## src/mtrl_pkg.sv

```systemverilog
// shared types and constants for the memory type range lookup block
// no dependencies; imported by every module of the block
`default_nettype none

package mtrl_pkg;

   // geometry
   localparam int MTRL_NUM_VARIABLE = 16;
   localparam int MTRL_NUM_FIXED    = 11;
   localparam int ADDR_W            = 52;
   localparam int PAGE_W            = 52;
   localparam int PAGE_SHIFT        = 12;
   localparam int VALUE_W           = 64;
   localparam int FIXED_IDX_W       = 4;

   // request actions
   localparam logic [1:0] ACT_LOOKUP   = 2'd0;
   localparam logic [1:0] ACT_WR_FIXED = 2'd1;
   localparam logic [1:0] ACT_WR_BASE  = 2'd2;
   localparam logic [1:0] ACT_WR_MASK  = 2'd3;

   // memory type codes
   localparam logic [2:0] TYPE_UC = 3'd0;
   localparam logic [2:0] TYPE_WC = 3'd1;
   localparam logic [2:0] TYPE_WT = 3'd4;
   localparam logic [2:0] TYPE_WP = 3'd5;
   localparam logic [2:0] TYPE_WB = 3'd6;

   // one bit per type code in the match set
   localparam logic [6:0] SET_WC    = 7'b0000010;
   localparam logic [6:0] SET_WT    = 7'b0010000;
   localparam logic [6:0] SET_WP    = 7'b0100000;
   localparam logic [6:0] SET_WB    = 7'b1000000;
   localparam logic [6:0] SET_WT_WB = 7'b1010000;

   // control register indexes
   localparam logic [2:0] CSR_MTRR_ENABLE    = 3'd0;
   localparam logic [2:0] CSR_FIXED_ENABLE   = 3'd1;
   localparam logic [2:0] CSR_FIXED_PRESENT  = 3'd2;
   localparam logic [2:0] CSR_DEFAULT_TYPE   = 3'd3;
   localparam logic [2:0] CSR_VARIABLE_COUNT = 3'd4;
   localparam logic [2:0] CSR_PHYS_ADDR_BITS = 3'd5;

   typedef struct packed {
      logic [1:0]         action;
      logic [3:0]         entry_index;
      logic [VALUE_W-1:0] write_value;
      logic [ADDR_W-1:0]  lookup_address;
   } req_word_type;

   typedef struct packed {
      logic [2:0] memory_type;
      logic       type_conflict;
      logic       from_fixed;
   } rsp_word_type;

   // controller to datapath
   typedef struct packed {
      logic start;
      logic step;
      logic load;
      logic wr_fixed;
      logic wr_base;
      logic wr_mask;
   } cmd_type;

   // datapath to controller
   typedef struct packed {
      logic scan_done;
   } status_type;

   function automatic logic type_ok(input logic [7:0] t);
      type_ok = (t == {5'd0, TYPE_UC}) || (t == {5'd0, TYPE_WC}) ||
                (t == {5'd0, TYPE_WT}) || (t == {5'd0, TYPE_WP}) ||
                (t == {5'd0, TYPE_WB});
   endfunction

endpackage

`default_nettype wire

```

## src/memory_type_range_lookup_core.sv

```systemverilog
// top level of the memory type range lookup block
// depends on mtrl_pkg, mtrl_ctrl and mtrl_dp
`default_nettype none

// usage
//  req channel: one word per item. action selects a lookup or a write of a
//  fixed range word, a variable base or a variable mask. writes finish in
//  the accept cycle and give no rsp word; a lookup gives exactly one.
//  rsp channel: memory type, conflict flag and a flag that the fixed ranges
//  decided. a held word stays put while rsp_ready is low.
//  csr channel: always ready; csr_index picks the control register, low
//  bits of csr_wdata are written. write only while the block is idle.
//  timing: a lookup walks the variable pairs one per cycle through a single
//  compare unit; the scan steps once per active pair (at most NUM_VARIABLE),
//  then sees the end of the scan, then resolves into the rsp register.
//  req_ready returns together with rsp_valid, so a new lookup is taken only
//  after the last one's rsp word is loaded. req_ready is high only in idle.
//  a stalled rsp does not block writes, but a following lookup holds in its
//  last step until the rsp register is free.
//  reset: synchronous; control registers go to their defaults, all range
//  stores read as zero and every mask is invalid. no clearing pass.
module memory_type_range_lookup_core #(
   parameter int NUM_VARIABLE = mtrl_pkg::MTRL_NUM_VARIABLE
) (
   input  wire logic                   clock,
   input  wire logic                   reset,
   // item channel
   input  wire logic                   req_valid,
   output logic                        req_ready,
   input  wire mtrl_pkg::req_word_type req_word,
   // result channel
   output logic                        rsp_valid,
   input  wire logic                   rsp_ready,
   output mtrl_pkg::rsp_word_type      rsp_word,
   // control register writes
   input  wire logic                   csr_valid,
   output logic                        csr_ready,
   input  wire logic [2:0]             csr_index,
   input  wire logic [7:0]             csr_wdata
);
   import mtrl_pkg::*;

   cmd_type    cmd;
   status_type status;

   // registers are plain flops, a write never waits
   assign csr_ready = 1'b1;

   // sequencing: idle, scan over variable pairs, finish into rsp register
   mtrl_ctrl u_ctrl (
      .clock      (clock),
      .reset      (reset),
      .req_valid  (req_valid),
      .req_action (req_word.action),
      .req_ready  (req_ready),
      .rsp_valid  (rsp_valid),
      .rsp_ready  (rsp_ready),
      .cmd        (cmd),
      .status     (status)
   );

   // stores, match unit, resolution and the rsp register
   mtrl_dp #(
      .NUM_VARIABLE (NUM_VARIABLE)
   ) u_dp (
      .clock     (clock),
      .reset     (reset),
      .csr_write (csr_valid && csr_ready),
      .csr_index (csr_index),
      .csr_wdata (csr_wdata),
      .req_word  (req_word),
      .cmd       (cmd),
      .status    (status),
      .rsp_word  (rsp_word)
   );

endmodule

`default_nettype wire

```

## src/mtrl_ctrl.sv

```systemverilog
// controller state machine for the memory type range lookup block
// depends on mtrl_pkg; drives the datapath through cmd_type, reads status_type
`default_nettype none

module mtrl_ctrl (
   input  wire logic                 clock,
   input  wire logic                 reset,
   input  wire logic                 req_valid,
   input  wire logic [1:0]           req_action,
   output logic                      req_ready,
   output logic                      rsp_valid,
   input  wire logic                 rsp_ready,
   output mtrl_pkg::cmd_type         cmd,
   input  wire mtrl_pkg::status_type status
);
   import mtrl_pkg::*;

   typedef enum logic [2:0] {
      ST_IDLE   = 3'b001,
      ST_SCAN   = 3'b010,
      ST_FINISH = 3'b100
   } state_type;

   state_type state_ff, state_in;
   logic      rsp_valid_ff, rsp_valid_in;
   logic      req_accept;

   assign req_ready  = (state_ff == ST_IDLE);
   assign req_accept = req_valid && req_ready;
   assign rsp_valid  = rsp_valid_ff;

   always_comb begin
      state_in = state_ff;
      cmd      = '0;
      unique case (state_ff)
         ST_IDLE: begin
            if (req_accept) begin
               unique case (req_action)
                  ACT_LOOKUP: begin
                     cmd.start = 1'b1;
                     state_in  = ST_SCAN;
                  end
                  ACT_WR_FIXED: cmd.wr_fixed = 1'b1;
                  ACT_WR_BASE:  cmd.wr_base  = 1'b1;
                  ACT_WR_MASK:  cmd.wr_mask  = 1'b1;
                  default:      cmd        = '0;
               endcase
            end
         end
         ST_SCAN: begin
            if (status.scan_done) begin
               state_in = ST_FINISH;
            end else begin
               cmd.step = 1'b1;
            end
         end
         ST_FINISH: begin
            // wait for the output register to free up
            if (!rsp_valid_ff || rsp_ready) begin
               cmd.load = 1'b1;
               state_in = ST_IDLE;
            end
         end
         default: state_in = ST_IDLE;
      endcase
   end

   always_comb begin
      rsp_valid_in = rsp_valid_ff;
      if (cmd.load) begin
         rsp_valid_in = 1'b1;
      end else if (rsp_ready) begin
         rsp_valid_in = 1'b0;
      end
   end

   always_ff @(posedge clock) begin
      if (reset) begin
         state_ff     <= ST_IDLE;
         rsp_valid_ff <= 1'b0;
      end else begin
         state_ff     <= state_in;
         rsp_valid_ff <= rsp_valid_in;
      end
   end

   a_start_to_scan: assert property (@(posedge clock) disable iff (reset)
      cmd.start |=> (state_ff == ST_SCAN))
      else $error("lookup start did not enter scan");

   a_load_when_free: assert property (@(posedge clock) disable iff (reset)
      cmd.load |-> (!rsp_valid_ff || rsp_ready))
      else $error("result loaded over a pending word");

   a_step_not_done: assert property (@(posedge clock) disable iff (reset)
      cmd.step |-> !status.scan_done)
      else $error("scan stepped past the pair count");

   a_load_sets_valid: assert property (@(posedge clock) disable iff (reset)
      cmd.load |=> rsp_valid_ff)
      else $error("loaded result not presented");

endmodule

`default_nettype wire

```

## src/mtrl_dp.sv

```systemverilog
// datapath: control registers, range stores, scan accumulator and result register
// depends on mtrl_pkg; steered by mtrl_ctrl through cmd_type
`default_nettype none

module mtrl_dp #(
   parameter int NUM_VARIABLE = mtrl_pkg::MTRL_NUM_VARIABLE
) (
   input  wire logic                   clock,
   input  wire logic                   reset,
   input  wire logic                   csr_write,
   input  wire logic [2:0]             csr_index,
   input  wire logic [7:0]             csr_wdata,
   input  wire mtrl_pkg::req_word_type req_word,
   input  wire mtrl_pkg::cmd_type      cmd,
   output mtrl_pkg::status_type        status,
   output mtrl_pkg::rsp_word_type      rsp_word
);
   import mtrl_pkg::*;

   localparam int CNT_W = $clog2(NUM_VARIABLE + 1);
   localparam int IDX_W = (NUM_VARIABLE > 1) ? $clog2(NUM_VARIABLE) : 1;

   // control registers
   logic       enable_ff, fixed_en_ff, fixed_pres_ff;
   logic [2:0] default_type_ff;
   logic [4:0] var_count_ff;
   logic [5:0] pab_ff;

   // range stores; valid bits give the all-zero reset value
   logic [VALUE_W-1:0] fixed_word_ff  [MTRL_NUM_FIXED];
   logic [MTRL_NUM_FIXED-1:0] fixed_valid_ff;
   logic [PAGE_W-1:0]  base_page_ff   [NUM_VARIABLE];
   logic [7:0]         base_type_ff   [NUM_VARIABLE];
   logic [NUM_VARIABLE-1:0] base_valid_ff;
   logic [PAGE_W-1:0]  mask_page_ff   [NUM_VARIABLE];
   logic [NUM_VARIABLE-1:0] mask_valid_ff;

   // scan state
   logic [ADDR_W-1:0] addr_ff;
   logic [CNT_W-1:0]  idx_ff, idx_in;
   logic [6:0]        set_ff, set_in;
   logic              bad_ff, bad_in;
   rsp_word_type      rsp_ff;

   logic              var_wr_ok, fixed_wr_ok;
   logic [IDX_W-1:0]  wr_idx, rd_idx;
   logic [4:0]        count_clamp;
   logic [CNT_W-1:0]  count_eff;
   logic [PAGE_W-1:0] limit_page, addr_page, e_base, e_mask;
   logic [7:0]        e_type;
   logic              e_hit;

   logic [FIXED_IDX_W-1:0] fword;
   logic [2:0]             fbyte_sel;
   logic [VALUE_W-1:0]     fword_val;
   logic [7:0]             fbyte;
   logic                   fixed_hit;
   rsp_word_type           res;

   // ---------------- control registers ----------------
   always_ff @(posedge clock) begin
      if (reset) begin
         enable_ff       <= 1'b0;
         fixed_en_ff     <= 1'b0;
         fixed_pres_ff   <= 1'b1;
         default_type_ff <= 3'd0;
         var_count_ff    <= 5'd8;
         pab_ff          <= 6'd46;
      end else if (csr_write) begin
         unique case (csr_index)
            CSR_MTRR_ENABLE:    enable_ff       <= csr_wdata[0];
            CSR_FIXED_ENABLE:   fixed_en_ff     <= csr_wdata[0];
            CSR_FIXED_PRESENT:  fixed_pres_ff   <= csr_wdata[0];
            CSR_DEFAULT_TYPE:   default_type_ff <= csr_wdata[2:0];
            CSR_VARIABLE_COUNT: var_count_ff    <= csr_wdata[4:0];
            CSR_PHYS_ADDR_BITS: pab_ff          <= csr_wdata[5:0];
            default: ;
         endcase
      end
   end

   // ---------------- range store writes ----------------
   assign fixed_wr_ok = req_word.entry_index < FIXED_IDX_W'(MTRL_NUM_FIXED);
   assign var_wr_ok   = {1'b0, req_word.entry_index} < 5'(NUM_VARIABLE);
   assign wr_idx      = req_word.entry_index[IDX_W-1:0];

   always_ff @(posedge clock) begin
      if (cmd.wr_fixed && fixed_wr_ok) begin
         fixed_word_ff[req_word.entry_index] <= req_word.write_value;
      end
      if (cmd.wr_base && var_wr_ok) begin
         base_page_ff[wr_idx] <= req_word.write_value[VALUE_W-1:PAGE_SHIFT];
         base_type_ff[wr_idx] <= req_word.write_value[7:0];
      end
      if (cmd.wr_mask && var_wr_ok) begin
         mask_page_ff[wr_idx] <= req_word.write_value[VALUE_W-1:PAGE_SHIFT];
      end
   end

   always_ff @(posedge clock) begin
      if (reset) begin
         fixed_valid_ff <= '0;
         base_valid_ff  <= '0;
         mask_valid_ff  <= '0;
      end else begin
         if (cmd.wr_fixed && fixed_wr_ok) begin
            fixed_valid_ff[req_word.entry_index] <= 1'b1;
         end
         if (cmd.wr_base && var_wr_ok) begin
            base_valid_ff[wr_idx] <= 1'b1;
         end
         if (cmd.wr_mask && var_wr_ok) begin
            mask_valid_ff[wr_idx] <= req_word.write_value[11];
         end
      end
   end

   // ---------------- variable pair scan ----------------
   assign count_clamp = (var_count_ff > 5'(NUM_VARIABLE)) ? 5'(NUM_VARIABLE) : var_count_ff;
   assign count_eff   = CNT_W'(count_clamp);
   assign status.scan_done = (idx_ff == count_eff);

   // page bit j is compared when its address bit lies below the address width
   always_comb begin
      for (int j = 0; j < PAGE_W; j++) begin
         limit_page[j] = (7'(j) + 7'(PAGE_SHIFT)) < {1'b0, pab_ff};
      end
   end

   assign addr_page = {{PAGE_SHIFT{1'b0}}, addr_ff[ADDR_W-1:PAGE_SHIFT]};
   assign rd_idx    = idx_ff[IDX_W-1:0];
   assign e_base    = base_valid_ff[rd_idx] ? base_page_ff[rd_idx] : '0;
   assign e_type    = base_valid_ff[rd_idx] ? base_type_ff[rd_idx] : 8'd0;
   assign e_mask    = mask_page_ff[rd_idx] & limit_page;
   assign e_hit     = mask_valid_ff[rd_idx] && (((addr_page ^ e_base) & e_mask) == '0);

   always_comb begin
      idx_in = idx_ff;
      set_in = set_ff;
      bad_in = bad_ff;
      if (cmd.start) begin
         idx_in = '0;
         set_in = '0;
         bad_in = 1'b0;
      end else if (cmd.step) begin
         idx_in = idx_ff + 1'b1;
         if (e_hit) begin
            if (type_ok(e_type)) begin
               set_in[e_type[2:0]] = 1'b1;
            end else begin
               bad_in = 1'b1;
            end
         end
      end
   end

   always_ff @(posedge clock) begin
      if (reset) begin
         idx_ff <= '0;
         set_ff <= '0;
         bad_ff <= 1'b0;
      end else begin
         idx_ff <= idx_in;
         set_ff <= set_in;
         bad_ff <= bad_in;
      end
   end

   always_ff @(posedge clock) begin
      if (cmd.start) begin
         addr_ff <= req_word.lookup_address;
      end
   end

   // ---------------- fixed ranges below one megabyte ----------------
   always_comb begin
      if (!addr_ff[19]) begin
         fword     = '0;                                  // 64k ranges
         fbyte_sel = addr_ff[18:16];
      end else if (!addr_ff[18]) begin
         fword     = FIXED_IDX_W'(1) + FIXED_IDX_W'(addr_ff[17]);    // 16k ranges
         fbyte_sel = addr_ff[16:14];
      end else begin
         fword     = FIXED_IDX_W'(3) + FIXED_IDX_W'(addr_ff[17:15]); // 4k ranges
         fbyte_sel = addr_ff[14:12];
      end
   end

   assign fword_val = fixed_valid_ff[fword] ? fixed_word_ff[fword] : '0;
   assign fbyte     = fword_val[{fbyte_sel, 3'b000} +: 8];
   assign fixed_hit = (addr_ff[ADDR_W-1:20] == '0) && fixed_pres_ff && fixed_en_ff;

   // ---------------- type resolution ----------------
   always_comb begin
      res = '{memory_type: TYPE_UC, type_conflict: 1'b0, from_fixed: 1'b0};
      if (enable_ff) begin
         if (fixed_hit) begin
            res.from_fixed = 1'b1;
            if (type_ok(fbyte)) begin
               res.memory_type = fbyte[2:0];
            end else begin
               res.type_conflict = 1'b1;
            end
         end else if (bad_ff) begin
            res.type_conflict = 1'b1;
         end else if (set_ff == '0) begin
            if (type_ok({5'd0, default_type_ff})) begin
               res.memory_type = default_type_ff;
            end else begin
               res.type_conflict = 1'b1;
            end
         end else if (set_ff[TYPE_UC]) begin
            res.memory_type = TYPE_UC;
         end else begin
            case (set_ff)
               SET_WC:    res.memory_type = TYPE_WC;
               SET_WT:    res.memory_type = TYPE_WT;
               SET_WP:    res.memory_type = TYPE_WP;
               SET_WB:    res.memory_type = TYPE_WB;
               SET_WT_WB: res.memory_type = TYPE_WT;
               default:   res.type_conflict = 1'b1;
            endcase
         end
      end
   end

   always_ff @(posedge clock) begin
      if (cmd.load) begin
         rsp_ff <= res;
      end
   end

   assign rsp_word = rsp_ff;

endmodule

`default_nettype wire

```

## config.mk

```make
export PLATFORM = sky130hd
export DESIGN_NAME = memory_type_range_lookup_core
export DESIGN_NICKNAME = d
export VERILOG_FILES = /design/src/mtrl_pkg.sv /design/src/memory_type_range_lookup_core.sv /design/src/mtrl_ctrl.sv /design/src/mtrl_dp.sv
export SDC_FILE = /design/constraint.sdc
export NUM_CORES = 2
export LEC_CHECK = 0
export BUFFER_PORTS_ARGS = -buffer_cell sky130_fd_sc_hd__buf_4
export CORE_UTILIZATION = 47
export DETAILED_ROUTE_END_ITERATION = 8
export MAX_ROUTING_LAYER = met4
export PLACE_DENSITY = 0.61
export REMOVE_ABC_BUFFERS = 1
export SLEW_MARGIN = 20
export SYNTH_ARGS = -nofsm -noshare
export SYNTH_HDL_FRONTEND = slang
export SYNTH_HIERARCHICAL = 1
export SYNTH_SLANG_ARGS = --single-unit
export TNS_END_PERCENT = 30
```

## constraint.sdc

```tcl
create_clock -name clock -period 8.85 [get_ports clock]
set_input_delay 0.885 -clock clock [delete_from_list [all_inputs] [get_ports clock]]
set_output_delay 0.885 -clock clock [all_outputs]
set_load 0.005 [all_outputs]
```

==> impl_metrics.ini <==
[global_route]
grt_pass1_vias = 50328
antenna_found_initial = 18
track_usage = 0.269
grt_pass1_wl_um = 386000
grt_max_degree = 132
use_met3 = 0.0445
grt_overflow = 0
grt_most_used_layer = met2
met2_usage = 0.410
met1_usage = 0.377

[layout]
final_util = 0.536
final_cells = 8292
nNetsFinal = 5436
seq_area_mm2 = 0.0770
fillers = 16168
synthToLayoutAreaGrowth_pct = 13.0
drive_gt1_frac = 0.198
post-route-cell-area_mm2 = 0.111
multi_input_area_mm2 = 0.0203

[power_and_ir_drop]
power.total_mw = 25.1
seqPwrFrac = 0.539
internal_power_mw = 20.0
power.share.switching = 0.201
p_leak_nw = 34.4
pwr-share-comb = 0.022
vdd_drop_max_v = 0.000218
clockPowerShare = 0.439
p_switching_mw = 5.04
p_per_area_mw_per_mm2 = 225

[worst_setup_path]
rrSetupSlack_ps = 2860
cp_max_fo = 33
crit_type = register to register
r2r-end = u_dp/rsp_word[1]$_SDFFCE_PN0P_
required_ps = 9450
crit_arrival_ps = 6590
start_kind = register
critPathCaptureType = register
r2r_cells = 15
r2r_start = u_dp/addr_ff[15]$_DFFE_PP_

[synth]
synth_ff_type = edfxtp_1
synthTopCellsByCount = edfxtp_1 (2,509), mux4_2 (388), nand2_1 (231), nor2_1 (169), o21ai_0 (153)
yosysSeqAreaShare = 0.781
synthTopCellsByArea = edfxtp_1 (76%), mux4_2 (8.9%), dfxtp_1 (1.6%)
yosysWarningCount = 6
synth.distinct_cells = 100
synth.largest_area_cell = edfxtp_1
synth_edf_count = 2509
synth.most_common_cell = edfxtp_1
synth_top_area_share = 0.765
syn_inst = 5036
async_flop_share = 0
netlist_area_mm2 = 0.0985
syn_area_per_cell_um2 = 19.6
synth-seq-cells = 2590

[placement]
placed_area_mm2 = 0.103
dp_slack_ps = 2940
numPortBuffers = 130
gp_congestion = 0.873
dp.cells = 7797
hpwl_um = 154000

[sta]
slew-limit-headroom = 0.198
rsz0062_at_grt = false
drv_slew = 0
whs_ps = 128
fmax_mhz = 167
hold_viol = 0
period_needed_ps = 5990
worst_pin_slew_ps = 1200
fin_ws_ps = 2860
fin_crit_sh = 0.677
finalClockSkew_ps = 56.3
setup_viol = 0
final.setup.tns_ps = 0

[hold_path]
min_path_type = primary input to register
min_to = u_dp/addr_ff[46]$_DFFE_PP_
min_from = req_word[46]
hold_depth = 1

[clocking]
cts.sinks = 2590
cts_buffers = 285
cts_setup_buffers = 0
clock_latency_ps = 940
clk_pin_slew_worst_paths_ps = 60
cts_buffer_depth = 4
cts-root-buf = clkbuf_16
cts_hold_buf = 0
cts_tree = built
post_cts_resized = 0
cts_max_level = 5

[die]
fp.dieH_um = 460
io_pins = 146
start_util = 0.474
rows = 167
die_area_mm2 = 0.211
core_area_mm2 = 0.208
die_x_um = 460

[route]
dr_total_vias = 52584
antenna_left = 0
drt_iter0_markers = 6701
wl_per_cell_um = 33.4
vias_per_cell = 6.34
drc = 0
first_pass_iters = 6
postRouteWirelength_um = 277000

[run_status]
status = finished, final reports clean

[job]
drv_cap = 0
## critical path: stages (launching register included)
cell	delay (ps)
edfxtp_1	320
buf_4	370
inv_1	490
ha_1	460
buf_4	290
and2_1	400
nor3_4	200
buf_4	430
buf_4	490
mux2i_1	250
nor3_1	60
o32a_1	310
o211ai_1	520
a32oi_1	110
o32ai_1	760
a21oi_1	160
## power groups by stage
stage               sequential (mW)  combinational [mW]  clock (mW)
floorplan                      13.8               0.170           0
global placement               13.8               0.549           0
detailed placement             13.8               0.563           0
CTS                            13.5               0.563        11.2
global route                   13.5               0.590        11.6
finish                         13.5               0.560        11.0
## cells in the final DEF (no fill, tap or decap), drive strengths merged, types with 52 or more instances in the layout
cell type / count
nor4: 63
a22o: 74
mux4: 398
buf: 243
o211ai: 52
edfxtp: 2509
and3: 55
dfxtp: 81
nand3: 121
clkinv: 89
a21oi: 98
mux2i: 73
clkbuf: 376
nor3: 75
nor2: 170
nand2: 231
o21ai: 160
## final cells by class
cell class | count | share of cell area
clock buffer | 376 | 0.0690
inverter | 20 | 0.000675
sequential | 2590 | 0.692
clock inverter | 108 | 0.00744
multi-input combinational | 2156 | 0.182
timing repair buffer | 243 | 0.0174
tap | 2788 | 0.0313
antenna | 11 | 0.000247
## metal layers
layer	vias to the layer above	share of wire
met3	426	0.091
met2	2748	0.47
met4	0	0.029
met5	-	0
li1	21395	-
met1	28015	0.41
## sequential cells by signal, summed over array words and instances, names as in the netlist, named ones only
register and cells:
u_dp/var_count_ff 5, u_dp/fixed_en_ff 1, u_dp/bad_ff 1, u_dp/addr_ff 40, u_dp/default_type_ff 3, u_dp/enable_ff 1, u_dp/mask_valid_ff 16, u_dp/idx_ff 5
u_dp/fixed_pres_ff 1, u_dp/base_type_ff 128, u_dp/fixed_valid_ff 11, u_dp/pab_ff 6, u_dp/set_ff 7, u_dp/fixed_word_ff 704, u_dp/rsp_word 5, u_dp/base_valid_ff 16
u_ctrl/state_ff 3, u_ctrl/rsp_valid 1, u_dp/base_page_ff 816, u_dp/mask_page_ff 816
## cells by family (layout without fill, tap and decap cells)
family | after synthesis | count (layout) | synth area share
AO/OA/AOI/OAI | 740 | 740 | 0.0532
AND/OR/NAND/NOR | 886 | 886 | 0.0450
XOR/XNOR | 41 | 41 | 0.00365
flip-flops | 2590 | 2590 | 0.781
buffers and inverters | 290 | 747 | 0.0160
multiplexers | 486 | 486 | 0.100
adder cells (fa/ha/maj) | 2 | 2 | 0.000254
other | 1 | 12 | 0.0000381
## worst max path at each step
stage	start	endpoint	slack [ps]	cells past startpoint
4_1_cts	u_dp/addr_ff[15]$_DFFE_PP_	u_dp/rsp_word[1]$_SDFFCE_PN0P_	2920	15
2_1_floorplan	register	u_dp/set_ff[0]$_SDFFE_PP0P_	-10230	9
3_3_place_gp	u_dp/addr_ff[15]$_DFFE_PP_	u_dp/rsp_word[1]$_SDFFCE_PN0P_	3050	15
3_5_place_dp	u_dp/addr_ff[15]$_DFFE_PP_	u_dp/rsp_word[1]$_SDFFCE_PN0P_	2940	15
5_1_grt	u_dp/addr_ff[15]$_DFFE_PP_	u_dp/rsp_word[1]$_SDFFCE_PN0P_	2730	15
6_report	u_dp/addr_ff[15]$_DFFE_PP_	u_dp/rsp_word[1]$_SDFFCE_PN0P_	2860	15
No activity file was read; power rests on OpenSTA's default activity.
